## config.mk

```make
export PLATFORM = sky130hd
export DESIGN_NAME = channel_fragment_reassembler_core
export DESIGN_NICKNAME = d
export VERILOG_FILES = /design/src/rtl/cfr_pkg.sv /design/src/rtl/cfr_ram.sv /design/src/rtl/cfr_front.sv /design/src/rtl/cfr_cmdq.sv /design/src/rtl/cfr_back.sv /design/src/rtl/channel_fragment_reassembler_core.sv
export SDC_FILE = /design/constraint.sdc
export NUM_CORES = 2
export LEC_CHECK = 0
export ABC_CLOCK_PERIOD_IN_PS = 10600
export BUFFER_PORTS_ARGS = -buffer_cell sky130_fd_sc_hd__buf_2
export CAP_MARGIN = 20
export CORE_MARGIN = 1.5
export CORE_UTILIZATION = 45
export CTS_CLUSTER_SIZE = 40
export DETAILED_ROUTE_END_ITERATION = 8
export HOLD_SLACK_MARGIN = 0.15
export PLACE_DENSITY = 0.61
export SLEW_MARGIN = 0
export SYNTH_ARGS = -nofsm -noshare
export SYNTH_HDL_FRONTEND = slang
export SYNTH_SLANG_ARGS = --single-unit
```

## constraint.sdc

```tcl
create_clock -name clk -period 10.6 [get_ports clk]
set_input_delay 1.06 -clock clk [delete_from_list [all_inputs] [get_ports clk]]
set_output_delay 1.06 -clock clk [all_outputs]
set_load 0.01 [all_outputs]
```

## src/rtl/cfr_pkg.sv

```systemverilog
`timescale 1ns / 1ps
package cfr_pkg;
	localparam int CHANNELS   = 8;
	localparam int MSG_BYTES  = 32;
	localparam int FRAG_BYTES = 16;
	localparam int CH_W       = $clog2(CHANNELS);
	localparam int DEPTH      = CHANNELS * MSG_BYTES;
	localparam int ADDR_W     = $clog2(DEPTH);

	localparam logic [1:0] OP_FRAG  = 2'd0;
	localparam logic [1:0] OP_POLL  = 2'd1;
	localparam logic [1:0] OP_RESET = 2'd2;

	localparam logic [2:0] ST_PROGRESS = 3'd0;
	localparam logic [2:0] ST_DELIVERED = 3'd1;
	localparam logic [2:0] ST_RETAINED = 3'd2;
	localparam logic [2:0] ST_BAD_ARGS = 3'd3;
	localparam logic [2:0] ST_BUSY     = 3'd4;
	localparam logic [2:0] ST_SEQ_ERR  = 3'd5;
	localparam logic [2:0] ST_CHK_ERR  = 3'd6;
	localparam logic [2:0] ST_DROPPED  = 3'd7;

	localparam logic REG_SPECIAL = 1'b0;
	localparam logic REG_SEED    = 1'b1;

	localparam logic [15:0] CRC_POLY  = 16'h1021;
	localparam logic [15:0] SEED_INIT = 16'hFFFF;

	typedef struct packed {
		logic        active;
		logic        complete;
		logic [7:0]  txn;
		logic [7:0]  next_frag;
		logic [5:0]  exp_size;
		logic [5:0]  filled;
		logic [15:0] exp_check;
		logic [15:0] run_check;
	} slot_t;

	typedef struct packed {
		logic       deliver;
		logic [2:0] ch;
		logic [2:0] st;
		logic [5:0] len;
	} cmd_t;

	function automatic slot_t clear_slot(input logic [15:0] seed);
		slot_t s;
		s = '0;
		s.run_check = seed;
		return s;
	endfunction

	function automatic logic [15:0] crc_byte(input logic [15:0] crc_in, input logic [7:0] b);
		logic [15:0] c;
		c = crc_in ^ {b, 8'h00};
		for (int i = 0; i < 8; i++) begin
			c = c[15] ? ({c[14:0], 1'b0} ^ CRC_POLY) : {c[14:0], 1'b0};
		end
		return c;
	endfunction
endpackage

```

## src/rtl/cfr_ram.sv

```systemverilog
`timescale 1ns / 1ps
module cfr_ram #(
	parameter int WIDTH = 8,
	parameter int DEPTH = 256
) (
	input  logic                     clk,
	input  logic                     we,
	input  logic [$clog2(DEPTH)-1:0] waddr,
	input  logic [WIDTH-1:0]         wdata,
	input  logic                     re,
	input  logic [$clog2(DEPTH)-1:0] raddr,
	output logic [WIDTH-1:0]         rdata
);
	logic [WIDTH-1:0] mem_q [DEPTH];

	always_ff @(posedge clk) begin
		if (we) begin
			mem_q[waddr] <= wdata;
		end
		if (re) begin
			rdata <= mem_q[raddr];
		end
	end
endmodule

```

## src/rtl/cfr_front.sv

```systemverilog
`timescale 1ns / 1ps
module cfr_front import cfr_pkg::*; (
	input  logic              clk,
	input  logic              arst_n,
	input  logic              push,
	output logic              full,
	input  logic [1:0]        opcode,
	input  logic [2:0]        channel,
	input  logic [7:0]        transaction,
	input  logic [7:0]        frag_seq,
	input  logic [15:0]       total_length,
	input  logic [15:0]       message_crc,
	input  logic              first_flag,
	input  logic              last_flag,
	input  logic [7:0]        frag_len,
	input  logic [7:0]        data_byte,
	input  logic              sink_ready,
	input  logic              cfg_valid,
	input  logic              cfg_index,
	input  logic [15:0]       cfg_data,
	output logic              cmd_push,
	output cmd_t              cmd,
	input  logic              cmd_full,
	input  logic              dlv_done,
	output logic              ram_we,
	output logic [ADDR_W-1:0] ram_waddr,
	output logic [7:0]        ram_wdata
);
	slot_t       slot_q [CHANNELS];
	logic [2:0]  special_q;
	logic [15:0] seed_q;
	logic [7:0]  seen_q;
	logic [2:0]  verdict_q;
	logic        dlv_busy_q;

	logic        acc;
	logic        slot_we;
	logic [CH_W-1:0] slot_ch;
	slot_t       slot_new;
	logic        frag_upd;
	logic [7:0]  seen_d;
	logic [2:0]  verdict_d;
	logic        ram_we_c;

	assign full = cmd_full | dlv_busy_q;
	assign acc  = push & ~full;

	always_comb begin
		slot_t      sl;
		logic       valid_ch;
		logic [2:0] v;
		logic [8:0] span;
		logic [CH_W-1:0] ci;
		logic [CH_W-1:0] si;
		ci        = channel[CH_W-1:0];
		si        = special_q[CH_W-1:0];
		valid_ch  = (channel != 3'd0) && (32'(channel) < CHANNELS);
		sl        = slot_q[ci];
		v         = verdict_q;
		span      = '0;
		slot_we   = 1'b0;
		slot_ch   = ci;
		slot_new  = sl;
		frag_upd  = 1'b0;
		seen_d    = seen_q;
		verdict_d = verdict_q;
		ram_we_c  = 1'b0;
		ram_waddr = ADDR_W'(ci) * ADDR_W'(MSG_BYTES) + ADDR_W'(sl.filled);
		ram_wdata = data_byte;
		cmd_push  = acc;
		cmd       = '{deliver: 1'b0, ch: channel, st: ST_BAD_ARGS, len: 6'd0};
		unique case (opcode)
			OP_POLL: begin
				cmd.ch = special_q;
				cmd.st = ST_PROGRESS;
				if (special_q != 3'd0 && 32'(special_q) < CHANNELS &&
						slot_q[si].active && slot_q[si].complete) begin
					if (sink_ready) begin
						cmd.deliver = 1'b1;
						cmd.st      = ST_DELIVERED;
						cmd.len     = slot_q[si].filled;
						slot_we     = 1'b1;
						slot_ch     = si;
						slot_new    = clear_slot(seed_q);
					end else begin
						cmd.st = ST_RETAINED;
					end
				end
			end
			OP_RESET: begin
				if (valid_ch) begin
					cmd.st   = ST_PROGRESS;
					slot_we  = 1'b1;
					slot_new = clear_slot(seed_q);
				end
			end
			OP_FRAG: begin
				frag_upd = 1'b1;
				if (seen_q == 8'd0) begin
					v = ST_PROGRESS;
					if (!valid_ch || total_length > 16'(MSG_BYTES) ||
							frag_len > 8'(FRAG_BYTES)) begin
						v = ST_BAD_ARGS;
					end else begin
						if (first_flag) begin
							if (sl.active) begin
								if (channel == special_q) begin
									v = ST_BUSY;
								end else begin
									sl = clear_slot(seed_q);
								end
							end
							if (v == ST_PROGRESS) begin
								sl.txn       = transaction;
								sl.exp_size  = total_length[5:0];
								sl.exp_check = message_crc;
								sl.run_check = seed_q;
								sl.active    = 1'b1;
							end
						end
						if (v == ST_PROGRESS) begin
							if (sl.complete) begin
								v = ST_BUSY;
							end else if (!sl.active || sl.txn != transaction ||
									sl.next_frag != frag_seq) begin
								sl = clear_slot(seed_q);
								v  = ST_SEQ_ERR;
							end else if (9'(sl.filled) + 9'(frag_len) > 9'(sl.exp_size)) begin
								sl = clear_slot(seed_q);
								v  = ST_CHK_ERR;
							end
						end
					end
				end
				if (v == ST_PROGRESS && frag_len != 8'd0) begin
					if (!valid_ch || !sl.active || sl.complete) begin
						v = ST_SEQ_ERR;
					end else if (sl.filled >= sl.exp_size || 32'(sl.filled) >= MSG_BYTES) begin
						sl = clear_slot(seed_q);
						v  = ST_CHK_ERR;
					end else begin
						ram_we_c     = 1'b1;
						ram_waddr    = ADDR_W'(ci) * ADDR_W'(MSG_BYTES) + ADDR_W'(sl.filled);
						sl.run_check = crc_byte(sl.run_check, data_byte);
						sl.filled    = sl.filled + 6'd1;
					end
				end
				span = (frag_len == 8'd0) ? 9'd1 : 9'(frag_len);
				cmd.st = v;
				if (9'(seen_q) + 9'd1 < span) begin
					seen_d    = seen_q + 8'd1;
					verdict_d = v;
				end else begin
					seen_d    = 8'd0;
					verdict_d = ST_PROGRESS;
					if (v == ST_PROGRESS && !(valid_ch && sl.active && !sl.complete)) begin
						cmd.st = ST_SEQ_ERR;
					end else if (v == ST_PROGRESS) begin
						sl.next_frag = sl.next_frag + 8'd1;
						if (last_flag) begin
							if (sl.filled != sl.exp_size || sl.run_check != sl.exp_check) begin
								sl     = clear_slot(seed_q);
								cmd.st = ST_CHK_ERR;
							end else if (sink_ready) begin
								cmd.deliver = 1'b1;
								cmd.st      = ST_DELIVERED;
								cmd.len     = sl.filled;
								sl          = clear_slot(seed_q);
							end else if (channel == special_q) begin
								sl.complete = 1'b1;
								cmd.st      = ST_RETAINED;
							end else begin
								sl     = clear_slot(seed_q);
								cmd.st = ST_DROPPED;
							end
						end
					end
				end
				slot_we  = valid_ch;
				slot_new = sl;
			end
			default: begin
				cmd.st = ST_BAD_ARGS;
			end
		endcase
	end

	assign ram_we = acc & ram_we_c;

	always_ff @(posedge clk or negedge arst_n) begin
		if (!arst_n) begin
			for (int i = 0; i < CHANNELS; i++) begin
				slot_q[i] <= clear_slot(SEED_INIT);
			end
			special_q  <= 3'd1;
			seed_q     <= SEED_INIT;
			seen_q     <= 8'd0;
			verdict_q  <= ST_PROGRESS;
			dlv_busy_q <= 1'b0;
		end else begin
			if (cfg_valid) begin
				unique case (cfg_index)
					REG_SPECIAL: special_q <= cfg_data[2:0];
					REG_SEED:    seed_q    <= cfg_data;
					default:     ;
				endcase
			end
			if (acc && slot_we) begin
				slot_q[slot_ch] <= slot_new;
			end
			if (acc && frag_upd) begin
				seen_q    <= seen_d;
				verdict_q <= verdict_d;
			end
			if (acc && cmd.deliver) begin
				dlv_busy_q <= 1'b1;
			end else if (dlv_done) begin
				dlv_busy_q <= 1'b0;
			end
		end
	end
endmodule

```

## src/rtl/cfr_cmdq.sv

```systemverilog
`timescale 1ns / 1ps
module cfr_cmdq import cfr_pkg::*; (
	input  logic clk,
	input  logic arst_n,
	input  logic wr,
	input  cmd_t wdata,
	output logic full,
	input  logic rd,
	output cmd_t rdata,
	output logic empty
);
	cmd_t       entry_q [2];
	logic       wptr_q;
	logic       rptr_q;
	logic [1:0] count_q;

	assign full  = (count_q == 2'd2);
	assign empty = (count_q == 2'd0);
	assign rdata = entry_q[rptr_q];

	always_ff @(posedge clk) begin
		if (wr && !full) begin
			entry_q[wptr_q] <= wdata;
		end
	end

	always_ff @(posedge clk or negedge arst_n) begin
		if (!arst_n) begin
			wptr_q  <= 1'b0;
			rptr_q  <= 1'b0;
			count_q <= 2'd0;
		end else begin
			if (wr && !full) begin
				wptr_q <= ~wptr_q;
			end
			if (rd && !empty) begin
				rptr_q <= ~rptr_q;
			end
			count_q <= count_q + 2'((wr && !full) ? 1 : 0) - 2'((rd && !empty) ? 1 : 0);
		end
	end
endmodule

```

## src/rtl/cfr_back.sv

```systemverilog
`timescale 1ns / 1ps
module cfr_back import cfr_pkg::*; (
	input  logic              clk,
	input  logic              arst_n,
	input  cmd_t              cmd,
	input  logic              cmd_empty,
	output logic              cmd_pop,
	output logic              dlv_done,
	output logic              ram_re,
	output logic [ADDR_W-1:0] ram_raddr,
	input  logic [7:0]        ram_rdata,
	input  logic              pop,
	output logic              empty,
	output logic              kind,
	output logic [2:0]        out_channel,
	output logic [7:0]        out_byte,
	output logic [5:0]        message_length,
	output logic [2:0]        status,
	output logic              accepted,
	output logic              last
);
	localparam logic [1:0] S_IDLE = 2'd0;
	localparam logic [1:0] S_RD   = 2'd1;
	localparam logic [1:0] S_WAIT = 2'd2;
	localparam logic [1:0] S_FIN  = 2'd3;

	logic [1:0] state_q;
	logic [5:0] idx_q;
	logic       out_v_q;
	logic       out_free;
	logic       load;
	logic       load_kind;
	logic [7:0] load_byte;
	logic [5:0] load_len;
	logic [2:0] load_st;
	logic       load_last;

	assign out_free  = ~out_v_q | pop;
	assign empty     = ~out_v_q;
	assign ram_raddr = ADDR_W'(cmd.ch) * ADDR_W'(MSG_BYTES) + ADDR_W'(idx_q);
	assign ram_re    = (state_q == S_RD);

	always_comb begin
		load      = 1'b0;
		load_kind = 1'b1;
		load_byte = 8'd0;
		load_len  = cmd.len;
		load_st   = cmd.st;
		load_last = 1'b1;
		cmd_pop   = 1'b0;
		dlv_done  = 1'b0;
		unique case (state_q)
			S_IDLE: begin
				if (!cmd_empty && out_free && (!cmd.deliver || cmd.len == 6'd0)) begin
					load     = 1'b1;
					cmd_pop  = 1'b1;
					dlv_done = cmd.deliver;
				end
			end
			S_WAIT: begin
				if (out_free) begin
					load      = 1'b1;
					load_kind = 1'b0;
					load_byte = ram_rdata;
					load_last = 1'b0;
				end
			end
			S_FIN: begin
				if (out_free) begin
					load     = 1'b1;
					cmd_pop  = 1'b1;
					dlv_done = 1'b1;
				end
			end
			default: ;
		endcase
	end

	always_ff @(posedge clk or negedge arst_n) begin
		if (!arst_n) begin
			state_q <= S_IDLE;
			idx_q   <= 6'd0;
			out_v_q <= 1'b0;
		end else begin
			if (load) begin
				out_v_q <= 1'b1;
			end else if (pop) begin
				out_v_q <= 1'b0;
			end
			unique case (state_q)
				S_IDLE: begin
					idx_q <= 6'd0;
					if (!cmd_empty && cmd.deliver && cmd.len != 6'd0) begin
						state_q <= S_RD;
					end
				end
				S_RD: state_q <= S_WAIT;
				S_WAIT: begin
					if (out_free) begin
						idx_q   <= idx_q + 6'd1;
						state_q <= (idx_q + 6'd1 == cmd.len) ? S_FIN : S_RD;
					end
				end
				S_FIN: begin
					if (out_free) begin
						state_q <= S_IDLE;
					end
				end
				default: state_q <= S_IDLE;
			endcase
		end
	end

	always_ff @(posedge clk) begin
		if (load) begin
			kind           <= load_kind;
			out_channel    <= cmd.ch;
			out_byte       <= load_byte;
			message_length <= load_len;
			status         <= load_st;
			accepted       <= (load_st <= ST_RETAINED);
			last           <= load_last;
		end
	end
endmodule

```

## src/rtl/channel_fragment_reassembler_core.sv

```systemverilog
`timescale 1ns / 1ps
// Channel         Handshake            Carries
// input items     push / full          opcode, channel, header fields, data_byte, sink_ready
// result items    pop / empty          kind, out_channel, out_byte, message_length, status,
//                                      accepted, last
// configuration   cfg_valid/cfg_ready  cfg_index, cfg_data
//
// An input item is classified and applied to the slot state in the cycle it is accepted.
// Each item that yields a single status is written into the command queue and then into the result register.
// A delivery reads the message memory one byte at a time, in states S_RD and S_WAIT, and
// waits in S_WAIT while the result register is full; input is held off (full) until its
// closing status item is loaded.
// Reset clears all slot state at once; the message memory needs no clearing.
// Full also rises when the two-entry command queue is full, which follows from result stalls.
module channel_fragment_reassembler_core import cfr_pkg::*; (
	input  logic        clk,
	input  logic        arst_n,
	input  logic        push,
	output logic        full,
	input  logic [1:0]  opcode,
	input  logic [2:0]  channel,
	input  logic [7:0]  transaction,
	input  logic [7:0]  frag_seq,
	input  logic [15:0] total_length,
	input  logic [15:0] message_crc,
	input  logic        first_flag,
	input  logic        last_flag,
	input  logic [7:0]  frag_len,
	input  logic [7:0]  data_byte,
	input  logic        sink_ready,
	input  logic        pop,
	output logic        empty,
	output logic        kind,
	output logic [2:0]  out_channel,
	output logic [7:0]  out_byte,
	output logic [5:0]  message_length,
	output logic [2:0]  status,
	output logic        accepted,
	output logic        last,
	input  logic        cfg_valid,
	output logic        cfg_ready,
	input  logic        cfg_index,
	input  logic [15:0] cfg_data
);
	// Commands from the front part: one status item, or a delivery of a stored message.
	cmd_t              fq_cmd;
	cmd_t              bq_cmd;
	logic              fq_push;
	logic              fq_full;
	logic              bq_pop;
	logic              bq_empty;
	logic              dlv_done;
	logic              ram_we;
	logic [ADDR_W-1:0] ram_waddr;
	logic [7:0]        ram_wdata;
	logic              ram_re;
	logic [ADDR_W-1:0] ram_raddr;
	logic [7:0]        ram_rdata;

	// Configuration writes are always taken; they are meant to arrive only while no item
	// is in flight.
	assign cfg_ready = 1'b1;

	cfr_front u_front (
		.clk, .arst_n, .push, .full, .opcode, .channel, .transaction, .frag_seq,
		.total_length, .message_crc, .first_flag, .last_flag, .frag_len, .data_byte,
		.sink_ready, .cfg_valid, .cfg_index, .cfg_data,
		.cmd_push(fq_push), .cmd(fq_cmd), .cmd_full(fq_full), .dlv_done,
		.ram_we, .ram_waddr, .ram_wdata
	);

	cfr_cmdq u_cmdq (
		.clk, .arst_n, .wr(fq_push), .wdata(fq_cmd), .full(fq_full),
		.rd(bq_pop), .rdata(bq_cmd), .empty(bq_empty)
	);

	// Message bytes, one row of MSG_BYTES per channel.
	cfr_ram #(.WIDTH(8), .DEPTH(DEPTH)) u_store (
		.clk, .we(ram_we), .waddr(ram_waddr), .wdata(ram_wdata),
		.re(ram_re), .raddr(ram_raddr), .rdata(ram_rdata)
	);

	cfr_back u_back (
		.clk, .arst_n, .cmd(bq_cmd), .cmd_empty(bq_empty), .cmd_pop(bq_pop), .dlv_done,
		.ram_re, .ram_raddr, .ram_rdata, .pop, .empty, .kind, .out_channel, .out_byte,
		.message_length, .status, .accepted, .last
	);
endmodule

```

==> run summary <==
* 29.51% — layout cells sized above 1
* 14.14% — Layout area overhead
* 578.5 ps — setup slack of the critical path after layout
* 0 — hold bufs inserted after CTS
* 0 — Synthesis Warnings
* 118 — PortBufs
* 62.05k — number of global-route vias before repair
* built — CTS tree
* 10.22k — post-route insts no fill
* 0 — total of max-cap violations
* 0 — number of endpoints with negative hold slack in the final report
* 0 — Setup Fix Bufs, Post-CTS
* 0 ps — TNS Setup
* 0 — number of nets with antenna violations after detailed routing
* 110700 sq um — total standard cell area after synthesis
* sky130_fd_sc_hd__edfxtp_1 — leading register cell type out of synthesis
* 20.42% — share of async-settable or async-resettable flops after synthesis
* flip-flop — type of element capturing the critical path
* 40 — antenna violations before repair
* 117300 sq um — cell area reported after detailed placement
* 300400 um — DRT Wirelength
* 45.40% — Initial Util
* 0 — final max-slew violation count
* 6.108 — drt via density
* 0 — aggregate global routing overflow
* sky130_fd_sc_hd__or4_1 — critical path's slowest cell
* 7814 — violation count after the first detailed-routing iteration
* finished, final reports clean — run status
* 6 — number of detailed-routing iterations run before antenna repair
* 4 — buffer levels on the longest clock path
* 94.54% — period utilization
* 19.08% — headroom to the max-slew limit
* 42.44 nW — leakage power
* 499.1 um — die span in y
* 97 — number of library cell types mapped by synthesis
* 183 — maximum number of pins on one net before global-route repair
* 293 — TritonCTS buffer count
* 181 — number of placement rows
* 248.8 uV — Peak supply drop
* 1214 ps — transition time of the tightest slew-check pin
* 62.44k — total via count in the routed design
* -105.7 ps — setup slack after placement
* 2644 — clock sink total
* 438700 um — wire length of the first global-routing pass
* 120 — I/O pin total
* 249100 sq um — Die Footprint
* 960 ps — worst-skew pair later-pin latency
* 0 — DRC violation count after routing
* sky130_fd_sc_hd__clkbuf_16 — library cell used as clock root buffer
* 10020 ps — Final Critical Period
* 11360 ps — data required time at the worst endpoint
* 29.15 mW — Total Power
* 230.7 nW/um^2 — power density relative to cell area
* 10780 ps — crit path DAT
* 800 ps — maximum cell stage delay along the critical path
* 9712 — DP Cell Count
* 99.79 MHz — highest clock rate
* 51.82% — Layout Utilization
* 0 — setup-violating endpoint count in the final report
* 190100 um — final HPWL from detailed placement
* 195.3 ps — worst hold margin
* 499.1 um — floorplan die width
* 60 ps — clock-pin slew on the worst setup and hold paths
* 0 — number of gates resized after CTS
* 2104 — number of enable flip-flop cells after synthesis
* 5 — # H-tree levels
* 24.13% — combined global-route utilization of all metal layers
* 13 — worst-path maximum fanout
* 6944 — final net count
* reg -> reg — Worst Setup Path Type
* 6525 — nets in the synthesized netlist
* flip-flop — CP Launch Type
* 6386 — Post-Synthesis Cells
* 69.43% — sequential area share after synthesis
* 95.00 ps — Clock Skew
* 2644 — register bit count reported by yosys
* sky130_fd_sc_hd__a21o_1 — most common cell type on the critical path
* 126400 sq um — Post-Layout Inst Area
* 29.38 um — post-DR wirelength/cell
* false — unrepaired setup endpoints after global routing
* 243900 sq um — Core Region
* 0.9556 — Final Wtd Congestion
* 17.34 sq um — Avg Inst Size Synth
* in -> async — worst min-delay path class
[where the power goes]
group	switching (mW)	internal [mW]	total, mW
clock network	4.01	5.70	9.71
registers	0.519	12.2	12.7
logic	3.75	3.01	6.76
[state kept, by name, summed over array words and instances (netlist names), 2 cells and up]
signal and flops:
u_front.special_q 3, u_back.out_byte 8, u_cmdq.count_q 2, u_back.state_q 2, u_back.message_length 6, u_back.status 3
u_front.slot_q 496, u_back.out_channel 3, u_store.rdata 8, u_back.idx_q 6, u_cmdq.entry_q 26, u_store.mem_q 2048
u_front.verdict_q 3, u_front.seen_q 8, u_front.seed_q 16
[cells by family after synthesis]
| kind of cell | count (synthesis) | synth area share (%) |
|---|---|---|
| multiplexers | 964 | 17.86 |
| adder cells (fa/ha/maj) | 45 | 0.5153 |
| buffers and inverters | 514 | 1.885 |
| XOR/XNOR | 74 | 0.5977 |
| AO/OA/AOI/OAI | 843 | 4.629 |
| other | 1 | 0.003387 |
| flip-flops | 2644 | 69.43 |
| AND/OR/NAND/NOR | 1301 | 5.084 |
[cell usage after synthesis, drive strengths merged (16+ instances only)]
library cell | instances | share of area, %
nand2b | 23 | 0.13
or3 | 16 | 0.090
xor2 | 25 | 0.20
edfxtp | 2104 | 57
nor2 | 682 | 2.3
o21ai | 224 | 1.0
xnor2 | 48 | 0.38
mux2 | 73 | 0.74
a21o | 17 | 0.12
buf | 114 | 0.53
a21oi | 254 | 1.1
ha | 44 | 0.50
nor3 | 49 | 0.24
a31oi | 137 | 0.79
nand3 | 46 | 0.24
dfrtp | 395 | 8.9
nand2 | 349 | 1.2
and3 | 19 | 0.11
nand3b | 22 | 0.16
clkbuf | 339 | 1.1
mux2i | 90 | 0.82
dfstp | 145 | 3.4
o31ai | 32 | 0.22
o211ai | 22 | 0.15
mux4 | 801 | 16
o22ai | 22 | 0.12
inv | 59 | 0.20
[cells in the final DEF, fill, tap and decap left out, drive strengths merged, types with 16 or more instances in the layout]
cell type,instances
inv,66
buf,576
a21o,17
and3,19
mux2,73
xor2,25
or3,16
o22ai,22
nand2b,23
mux4,801
o211ai,22
bufinv,19
clkinv,95
edfxtp,2104
a31oi,137
a21oi,254
o21ai,224
dfrtp,395
clkbuf,369
ha,44
nand3b,22
mux2i,90
nor3,49
nand2,349
o31ai,32
nand3,46
nor2,682
dfstp,145
xnor2,48
[layer usage]
layer	vias up	share of wire [%]	GRT usage [%]
met5	-	0.026	0
met3	430	8.4	4.262
met1	33070	44	37.02
met2	2754	45	35.70
met4	14	2.4	6.249
li1	26180	-	-
[cell type report]
type / instances / area (sq um)
Inverter: 61 / 229.0
Timing Repair Buffer: 577 / 4332
Multi-Input combinational cell: 3228 / 31850
Fill cell: 19300 / 117500
Sequential cell: 2644 / 76890
Clock inverter: 133 / 1184
Tap cell: 3202 / 4006
Clock buffer: 368 / 7868
Antenna cell: 11 / 27.53
[final timing paths]
| path | slack (ps) | depth (start not counted) | start | endpoint |
|---|---|---|---|---|
| setup / recovery | 580 | 37 | u_front.slot_q[309] | u_front.slot_q[5] |
| hold / removal | 200 | 1 | arst_n | u_front.slot_q[487] |
| setup reg to reg | 580 | 37 | u_front.slot_q[309] | u_front.slot_q[5] |
| hold reg to reg | 360 | 0 | u_front.slot_q[436] | u_front.slot_q[436] |
| max in group asynchronous | 8200 | 3 | arst_n | u_back.idx_q[1] |
| min in group clk | 360 | 0 | u_front.slot_q[436] | u_front.slot_q[436] |
[worst max-delay path, delay by kind of cell, from the launching register on]
family / cells / cell delay [ps]
muxes: 1 / 170
and+or+nand+nor: 7 / 2380
xor gates and xnor gates: 1 / 140
buffers and inverters: 1 / 240
AOI/OAI and AO/OA: 24 / 5690
adders and majority gates: 3 / 850
DFF: 1 / 390
(Power assumes the default switching activity.)
